$ cat src/design/utf8d_pkg.sv
`timescale 1ns / 1ps
// ----------------------------------------------------------------------------
// UTF-8 decoder package
// Shared types, constants and helpers for the UTF-8 code point decoder.
// ----------------------------------------------------------------------------
package utf8d_pkg;

  localparam int unsigned MaxTextBytes = 65536;
  localparam int unsigned CountCapInt  =
      (MaxTextBytes - 1 < 65535) ? (MaxTextBytes - 1) : 65535;
  localparam logic [15:0] CountCap     = 16'(CountCapInt);

  localparam logic [2:0] Len1 = 3'd1;
  localparam logic [2:0] Len2 = 3'd2;
  localparam logic [2:0] Len3 = 3'd3;
  localparam logic [2:0] Len4 = 3'd4;

  typedef logic [15:0] count_t;
  typedef logic [20:0] code_t;

  typedef struct packed {
    logic [7:0] data_byte;
    logic       end_of_text;
  } in_word_t;

  typedef struct packed {
    code_t      code_point;
    count_t     start_offset;
    logic [2:0] nominal_length;
    count_t     char_index;
    count_t     utf16_offset;
    logic       last_of_text;
  } out_word_t;

  // input register contents handed to the decoder
  typedef struct packed {
    logic     valid;
    in_word_t word;
  } stage_t;

  // decoder result handed to the output register
  typedef struct packed {
    logic      valid;
    out_word_t word;
  } result_t;

  typedef struct packed {
    code_t      partial_code;
    logic [1:0] bytes_pending;
    logic [2:0] char_length;
    count_t     char_start;
    count_t     byte_count;
    count_t     char_count;
    count_t     utf16_count;
  } dec_state_t;

  function automatic count_t sat_add(count_t a, logic [1:0] b);
    logic [16:0] s;
    s = {1'b0, a} + {15'b0, b};
    return (s > {1'b0, CountCap}) ? CountCap : s[15:0];
  endfunction

endpackage

$ cat src/design/utf8d_if.sv
`timescale 1ns / 1ps
// ----------------------------------------------------------------------------
// UTF-8 decoder channels
// Valid/ready channels for input bytes and decoded characters.
// ----------------------------------------------------------------------------
interface utf8d_in_if;
  import utf8d_pkg::*;
  logic     valid;
  logic     ready;
  in_word_t word;
  modport source (output valid, output word, input ready);
  modport sink   (input valid, input word, output ready);
endinterface

interface utf8d_out_if;
  import utf8d_pkg::*;
  logic      valid;
  logic      ready;
  out_word_t word;
  modport source (output valid, output word, input ready);
  modport sink   (input valid, input word, output ready);
endinterface

$ cat src/design/utf8d_in_stage.sv
`timescale 1ns / 1ps
// ----------------------------------------------------------------------------
// UTF-8 decoder input register
// Captures one byte word per cycle and holds it until the decoder advances.
// ----------------------------------------------------------------------------
module utf8d_in_stage (
  input  logic              clk_i,
  input  logic              rst_ni,
  utf8d_in_if.sink          in_i,
  input  logic              advance_i,
  output utf8d_pkg::stage_t stage_o
);
  import utf8d_pkg::*;

  logic     vld_q;
  in_word_t word_q;
  logic     take;

  assign in_i.ready = !vld_q || advance_i;
  assign take       = in_i.valid && in_i.ready;

  always_ff @(posedge clk_i or negedge rst_ni) begin
    if (!rst_ni) begin
      vld_q <= 1'b0;
    end else if (take) begin
      vld_q <= 1'b1;
    end else if (advance_i) begin
      vld_q <= 1'b0;
    end
  end

  always_ff @(posedge clk_i) begin
    if (take) begin
      word_q <= in_i.word;
    end
  end

  assign stage_o.valid = vld_q;
  assign stage_o.word  = word_q;
endmodule

$ cat src/design/utf8d_decode.sv
`timescale 1ns / 1ps
// ----------------------------------------------------------------------------
// UTF-8 decoder core
// Per-text decode state and the single-pass next-state and result logic.
// ----------------------------------------------------------------------------
module utf8d_decode (
  input  logic                  clk_i,
  input  logic                  rst_ni,
  input  utf8d_pkg::stage_t     stage_i,
  input  logic                  advance_i,
  output utf8d_pkg::result_t    result_o,
  output utf8d_pkg::dec_state_t state_o
);
  import utf8d_pkg::*;

  dec_state_t state_q;
  dec_state_t state_d;
  dec_state_t nxt;
  code_t      cont;
  logic [2:0] len;
  code_t      lead_code;
  logic [7:0] b;
  logic       eot;
  logic       emit;
  logic       fire;

  assign b    = stage_i.word.data_byte;
  assign eot  = stage_i.word.end_of_text;
  assign fire = stage_i.valid && advance_i;

  always_comb begin
    nxt       = state_q;
    cont      = '0;
    len       = Len1;
    lead_code = {13'b0, b};

    if (state_q.bytes_pending != 2'd0) begin
      // pack continuation bits below those already gathered
      case (state_q.bytes_pending)
        2'd1:    cont = {15'b0, b[5:0]};
        2'd2:    cont = {9'b0, b[5:0], 6'b0};
        default: cont = {3'b0, b[5:0], 12'b0};
      endcase
      nxt.partial_code  = state_q.partial_code | cont;
      nxt.bytes_pending = state_q.bytes_pending - 2'd1;
    end else begin
      case (b) inside
        [8'h00:8'h7F]: begin
          lead_code = {13'b0, b};
          len       = Len1;
        end
        [8'hC0:8'hDF]: begin
          lead_code = {10'b0, b[4:0], 6'b0};
          len       = Len2;
        end
        [8'hE0:8'hEF]: begin
          lead_code = {5'b0, b[3:0], 12'b0};
          len       = Len3;
        end
        [8'hF0:8'hF7]: begin
          lead_code = {b[2:0], 18'b0};
          len       = Len4;
        end
        default: begin
          lead_code = {13'b0, b};
          len       = Len1;
        end
      endcase
      nxt.char_start    = state_q.byte_count;
      nxt.partial_code  = lead_code;
      nxt.char_length   = len;
      nxt.bytes_pending = 2'(len - 3'd1);
    end
    nxt.byte_count = sat_add(state_q.byte_count, 2'd1);

    emit = (nxt.bytes_pending == 2'd0) || eot;

    result_o.valid               = stage_i.valid && emit;
    result_o.word.code_point     = nxt.partial_code;
    result_o.word.start_offset   = nxt.char_start;
    result_o.word.nominal_length = nxt.char_length;
    result_o.word.char_index     = state_q.char_count;
    result_o.word.utf16_offset   = state_q.utf16_count;
    result_o.word.last_of_text   = eot;

    state_d = nxt;
    if (emit) begin
      state_d.char_count    = sat_add(state_q.char_count, 2'd1);
      state_d.utf16_count   = sat_add(state_q.utf16_count,
                                      (nxt.partial_code[20:16] != 5'd0) ? 2'd2 : 2'd1);
      state_d.bytes_pending = 2'd0;
    end
    // clear everything once the text closes
    if (eot) begin
      state_d = '0;
    end
  end

  always_ff @(posedge clk_i or negedge rst_ni) begin
    if (!rst_ni) begin
      state_q <= '0;
    end else if (fire) begin
      state_q <= state_d;
    end
  end

  assign state_o = state_q;
endmodule

$ cat src/design/utf8d_out_stage.sv
`timescale 1ns / 1ps
// ----------------------------------------------------------------------------
// UTF-8 decoder output register
// Holds one decoded character word and drives the pipeline advance.
// ----------------------------------------------------------------------------
module utf8d_out_stage (
  input  logic               clk_i,
  input  logic               rst_ni,
  input  utf8d_pkg::result_t result_i,
  utf8d_out_if.source        out_o,
  output logic               advance_o
);
  import utf8d_pkg::*;

  logic      vld_q;
  out_word_t word_q;

  // advance when the register is empty or its word leaves this cycle
  assign advance_o = !vld_q || out_o.ready;

  always_ff @(posedge clk_i or negedge rst_ni) begin
    if (!rst_ni) begin
      vld_q <= 1'b0;
    end else if (advance_o) begin
      vld_q <= result_i.valid;
    end
  end

  always_ff @(posedge clk_i) begin
    if (advance_o && result_i.valid) begin
      word_q <= result_i.word;
    end
  end

  assign out_o.valid = vld_q;
  assign out_o.word  = word_q;
endmodule

$ cat src/design/utf8_code_point_decoder.sv
`timescale 1ns / 1ps
// ----------------------------------------------------------------------------
// UTF-8 code point decoder
// Decodes a UTF-8 byte stream into code points with byte, character and
// UTF-16 positions.
// ----------------------------------------------------------------------------
//  channel | dir | word
//  in_i    | in  | data_byte[7:0], end_of_text
//  out_o   | out | code_point[20:0], start_offset, nominal_length[2:0],
//          |     | char_index, utf16_offset, last_of_text
//
//  One byte per cycle unless the output stalls; a character word is offered
//  after its final byte passes the input register, decode and output register.
//  Reset clears the decode state and the valid flags of both registers;
//  counters also clear after each end-of-text byte.
//  A stalled output holds its word; an empty input register still takes one
//  more byte while a result waits.
// ----------------------------------------------------------------------------
module utf8_code_point_decoder (
  input  logic        clk_i,
  input  logic        rst_ni,
  utf8d_in_if.sink    in_i,
  utf8d_out_if.source out_o
);
  import utf8d_pkg::*;

  stage_t     stage;
  result_t    result;
  dec_state_t state;
  logic       advance;

  utf8d_in_stage u_in_stage (
    .clk_i     (clk_i),
    .rst_ni    (rst_ni),
    .in_i      (in_i),
    .advance_i (advance),
    .stage_o   (stage)
  );

  utf8d_decode u_decode (
    .clk_i     (clk_i),
    .rst_ni    (rst_ni),
    .stage_i   (stage),
    .advance_i (advance),
    .result_o  (result),
    .state_o   (state)
  );

  utf8d_out_stage u_out_stage (
    .clk_i     (clk_i),
    .rst_ni    (rst_ni),
    .result_i  (result),
    .out_o     (out_o),
    .advance_o (advance)
  );

  // a pending continuation count always fits the open character's length
  assert property (@(posedge clk_i) disable iff (!rst_ni)
    state.bytes_pending != 2'd0 |->
      ({1'b0, state.bytes_pending} < state.char_length))
    else $error("pending continuations exceed character length");

  // end of text leaves all counters cleared
  assert property (@(posedge clk_i) disable iff (!rst_ni)
    (stage.valid && advance && stage.word.end_of_text) |=>
      (state.byte_count == 16'd0 && state.char_count == 16'd0 &&
       state.utf16_count == 16'd0 && state.bytes_pending == 2'd0))
    else $error("state not cleared after end of text");

  // two-byte characters cannot reach past 0x7FF
  assert property (@(posedge clk_i) disable iff (!rst_ni)
    (out_o.valid && out_o.word.nominal_length == Len2) |->
      (out_o.word.code_point[20:11] == 10'd0))
    else $error("two-byte code point out of range");

  // a result is produced only for a word taken from the input register
  assert property (@(posedge clk_i) disable iff (!rst_ni)
    result.valid |-> stage.valid)
    else $error("result without input word");
endmodule
$ cat src/flat_wrapper.sv
// flat-port wrapper written by rule: the top's interface ports become plain ports
module utf8_code_point_decoder_flat import utf8d_pkg::*;
  (clk_i, rst_ni, in_i_valid, in_i_word, in_i_ready, out_o_valid, out_o_word, out_o_ready);
  utf8d_in_if in_i_i ();
  utf8d_out_if out_o_i ();
  input  logic clk_i;
  input  logic rst_ni;
  input wire logic [$bits(in_i_i.valid)-1:0] in_i_valid;
  input wire logic [$bits(in_i_i.word)-1:0] in_i_word;
  output wire logic [$bits(in_i_i.ready)-1:0] in_i_ready;
  output wire logic [$bits(out_o_i.valid)-1:0] out_o_valid;
  output wire logic [$bits(out_o_i.word)-1:0] out_o_word;
  input wire logic [$bits(out_o_i.ready)-1:0] out_o_ready;
  assign in_i_i.valid = in_i_valid;
  assign in_i_i.word = in_i_word;
  assign in_i_ready = in_i_i.ready;
  assign out_o_valid = out_o_i.valid;
  assign out_o_word = out_o_i.word;
  assign out_o_i.ready = out_o_ready;
  utf8_code_point_decoder u_core (.clk_i(clk_i), .rst_ni(rst_ni), .in_i(in_i_i), .out_o(out_o_i));
endmodule
$ cat config.mk
export PLATFORM = sky130hd
export DESIGN_NAME = utf8_code_point_decoder_flat
export DESIGN_NICKNAME = d
export VERILOG_FILES = /design/src/design/utf8d_pkg.sv /design/src/design/utf8d_if.sv /design/src/design/utf8d_in_stage.sv /design/src/design/utf8d_decode.sv /design/src/design/utf8d_out_stage.sv /design/src/design/utf8_code_point_decoder.sv /design/src/flat_wrapper.sv
export SDC_FILE = /design/constraint.sdc
export NUM_CORES = 1
export LEC_CHECK = 0
export BUFFER_PORTS_ARGS = -buffer_cell sky130_fd_sc_hd__buf_2
export CAP_MARGIN = 20
export CORE_UTILIZATION = 52
export CTS_BUF_LIST = sky130_fd_sc_hd__clkbuf_2 sky130_fd_sc_hd__clkbuf_4 sky130_fd_sc_hd__clkbuf_8
export CTS_CLUSTER_SIZE = 20
export DETAILED_ROUTE_END_ITERATION = 10
export GPL_ROUTABILITY_DRIVEN = 0
export PLACE_DENSITY_LB_ADDON = 0.12
export SYNTH_ARGS = -nofsm -noshare
export SYNTH_HDL_FRONTEND = slang
export SYNTH_SLANG_ARGS = --single-unit
$ cat constraint.sdc
create_clock -name clk_i -period 3.48 [get_ports clk_i]
set_input_delay 0.348 -clock clk_i [delete_from_list [all_inputs] [get_ports clk_i]]
set_output_delay 0.348 -clock clk_i [all_outputs]
set_load 0.02 [all_outputs]
==> impl_metrics.py <==
metrics = {
    "status": {
        "status": "finished, final reports clean",
    },
    "yosys": {
        "syn_area_um2": 7601,
        "synth_cell_types": 60,
        "synth.avg_cell_area_um2": 11.71,
        "syn_inst": 649,
        "synthArstFlopShare": 0.5287,
        "synth-main-ff-cell": "dfrtp_1",
        "synth_seq_cells": 174,
        "syn_nets": 673,
        "seq_area_frac_synth": 0.6268,
        "synth_edf_count": 82,
        "ys.warnings.count": 0,
    },
    "worst_setup_path": {
        "crit_required_ps": 3810,
        "worst_setup_path_start_kind": "register",
        "rrSetupSlack_ps": 80,
        "crit_top_cell": "inv_1",
        "worstPathArrival_ps": 3730,
        "end_kind": "register",
        "crit_type": "register to register",
        "cp_num_buf_inv": 4,
        "critPathMaxStageDelay_ps": 540,
        "cp_slowest_cell": "or4_4",
        "path_cells": "inv_1 > ha_4 > clkinv_2 > nor3_1 > buf_4 > a22oi_2 > and4_4 > ha_1 > inv_1 > fa_2 > or4_4 > or2_2 > a21oi_1 > o21ai_0",
        "path_delay_family": "simple AND/OR/NAND/NOR gates",
        "crit_fanout": 5,
    },
    "global_route": {
        "grt_first_pass_wirelength_um": 26860,
        "grt_max_degree": 58,
        "antenna_found_initial": 0,
        "first_global_vias": 5163,
        "grt_usage": 0.2334,
        "grt.overflow.total": 0,
    },
    "sta": {
        "finClkSkew_ps": 10.91,
        "fin_crit_ps": 3399,
        "tightest_slew_ps": 1064,
        "drv_slew": 0,
        "setup_violations": 0,
        "hold_viol": 0,
        "fmax_mhz": 294.2,
        "post-route-period-util": 0.9766,
        "relSlewSlack": 0.2883,
    },
    "drt": {
        "drc_errors": 0,
        "drt_iter0_drc": 663,
        "vias_per_cell": 5.982,
        "drtPass1Iterations": 8,
        "drtAntennaViolNets": 0,
        "wirelength_um": 17020,
        "vias": 5587,
        "wire_per_inst_um": 18.22,
    },
    "clock_network": {
        "clock_path_buffers": 2,
        "clkTransAtPathRegs_ps": 90,
        "clockRootBuffer": "clkbuf_8",
        "cts_tree": "yes",
        "cts_num_sinks": 174,
        "htreeDepth": 4,
        "clkLatencyLatePin_ps": 470,
        "cts_buffers": 17,
    },
    "floorplanning": {
        "num_io_pins": 88,
        "design.core.area_um2": 14100,
        "rows": 43,
        "dieWidth_um": 122.9,
        "initial_core_util": 0.5392,
        "die_y_um": 122.9,
        "die-area_um2": 15100,
    },
    "finish": {
        "layout-drive-gt1-share": 0.2427,
        "final_cell_mix": "dfrtp_1 (92), buf_2 (87), edfxtp_1 (82)",
        "layout_commonest_cell": "dfrtp_1",
        "postLayoutCoreUtil": 0.6251,
        "area_delta_synth_final_pct": 15.92,
        "nets": 765,
        "antennaDiodeCount": 0,
    },
    "min_path": {
        "worst_hold_path_type": "input pin to register",
    },
    "run": {
        "cap_violations": 0,
    },
    "power": {
        "p_leak_nw": 3.751,
        "p_per_area_nw_per_um2": 593.5,
        "vdd_drop_max_mv": 0.3425,
        "power_mw": 5.230,
    },
    "placement": {
        "hpwl_um": 10940,
        "portBuffers": 87,
    },
}
-- path summary, 6_finish.rpt --
kind | start | endpoint | cells after the start
max | u_core.u_decode.state_o[68]$_DFFE_PN0P_ | u_core.u_decode.result_o[13]$_DFFE_PN0P_ | 14
min | in_i_word[2] | u_core.u_in_stage.stage_o[2]$_DFFE_PP_ | 1
max reg2reg | u_core.u_decode.state_o[68]$_DFFE_PN0P_ | u_core.u_decode.result_o[13]$_DFFE_PN0P_ | 14
min reg2reg | u_core.u_decode.state_o[48]$_DFFE_PN0P_ | u_core.u_decode.state_o[48]$_DFFE_PN0P_ | 2
max in group asynchronous | rst_ni | u_core.u_decode.state_o[40]$_DFFE_PN0P_ | 3
min in group asynchronous | rst_ni | u_core.u_decode.result_o[24]$_DFFE_PN0P_ | 2
-- cells by family (layout without fill, tap and decap cells) --
| group | count (synthesis) | after routing | share of synthesized area |
|---|---|---|---|
| compound gates | 198 | 198 | 0.1700 |
| mux | 18 | 18 | 0.02650 |
| fa+ha+maj | 11 | 11 | 0.01909 |
| xor+xnor | 1 | 1 | 0.001152 |
| simple gates | 181 | 181 | 0.1218 |
| flops | 174 | 174 | 0.6268 |
| buf+inv | 66 | 171 | 0.03457 |
-- stage by stage --
step	setup TNS, ps	std cells	area [um2]	worst slack [ps]	hold slack, ps
detailed placement	-64.38	898	8310	-33.99	373.2
floorplan	0	649	7642	71.43	52.41
finish	0	934	8811	81.26	47.50
CTS	0	931	8758	26.84	24.98
global placement	0	898	8310	164.8	373.1
global route	-17.35	934	8811	-10.34	30.39
-- power by group --
group / total [mW] / switching (mW) / internal (mW) / leakage [nW]
logic: 1.11 / 0.742 / 0.373 / 1.47
registers: 2.59 / 0.133 / 2.46 / 2.07
clock network: 1.53 / 0.739 / 0.789 / 0.206
total: 5.23 / 1.61 / 3.62 / 3.75
-- flip-flops by register name, indices dropped and copies added (netlist names) --
signal / cells
u_core.u_decode.result_o: 32
u_core.u_decode.state_o: 58
u_core.u_in_stage.stage_o: 9
u_core.u_in_stage.vld_q: 1
u_core.u_out_stage.out_o.valid: 1
u_core.u_out_stage.out_o.word: 73
-- per-layer routing --
layer,GRT usage,up-vias,routed length [um]
li1,-,2614,-
met1,0.3197,2753,7559
met2,0.3764,198,8405
met3,0.04197,22,810
met4,0.08003,0,244
met5,0,-,0
-- cell usage after synthesis (2+ instances only) --
library cell / count / share of area
dfrtp_1: 92 / 0.30
edfxtp_1: 82 / 0.32
nand2_1: 67 / 0.033
o21ai_0: 61 / 0.040
a21oi_1: 40 / 0.026
a22o_1: 33 / 0.038
inv_1: 27 / 0.013
nor2_1: 21 / 0.010
a31oi_1: 18 / 0.015
clkbuf_1: 18 / 0.0089
nand3_1: 18 / 0.012
mux2_2: 17 / 0.025
nor3_1: 17 / 0.011
buf_2: 11 / 0.0072
ha_1: 10 / 0.016
and4_1: 9 / 0.010
nand4_1: 9 / 0.0074
and3_1: 7 / 0.0058
buf_1: 7 / 0.0035
a211oi_1: 5 / 0.0049
a21o_1: 5 / 0.0049
and2_1: 5 / 0.0041
nor4_1: 5 / 0.0041
a41o_1: 4 / 0.0053
nand2b_1: 4 / 0.0033
o22a_1: 4 / 0.0046
a22oi_1: 3 / 0.0030
a32o_1: 3 / 0.0040
nor4bb_1: 3 / 0.0040
o22ai_1: 3 / 0.0025
o31ai_1: 3 / 0.0030
a21boi_0: 2 / 0.0020
a31o_2: 2 / 0.0023
a41oi_1: 2 / 0.0023
clkinv_1: 2 / 0.00099
nor2b_1: 2 / 0.0016
o221a_2: 2 / 0.0030
o41ai_1: 2 / 0.0023
or2_2: 2 / 0.0016
or3_1: 2 / 0.0016
-- worst register-to-register path: stages (launching register included) --
cell and delay (ps):
dfrtp_1 380, inv_1 100, ha_4 180, clkinv_2 90, nor3_1 70, buf_4 160, a22oi_2 210, and4_4 290
ha_1 160, inv_1 60, fa_2 410, or4_4 540, or2_2 320, a21oi_1 170, o21ai_0 120
-- repair_timing --
item	4_1_cts	5_1_grt
endpoints found under the setup margin	4	16
hold endpoints to repair	40	0
hold buffers	1	0
buffers inserted	0	2
gates cloned	0	1
pin swaps	0	4
resized for setup	1	10
-- area by class of cell --
cell class	instances	area [um2]
fill	1140	5285
sequential	174	4765
multi-input combinational	409	2639
timing repair buffer	110	635.6
clock buffer	18	241.5
tap	180	225.2
clock inverter	14	193.9
inverter	29	111.4
Power figures use the tool's default switching activity.
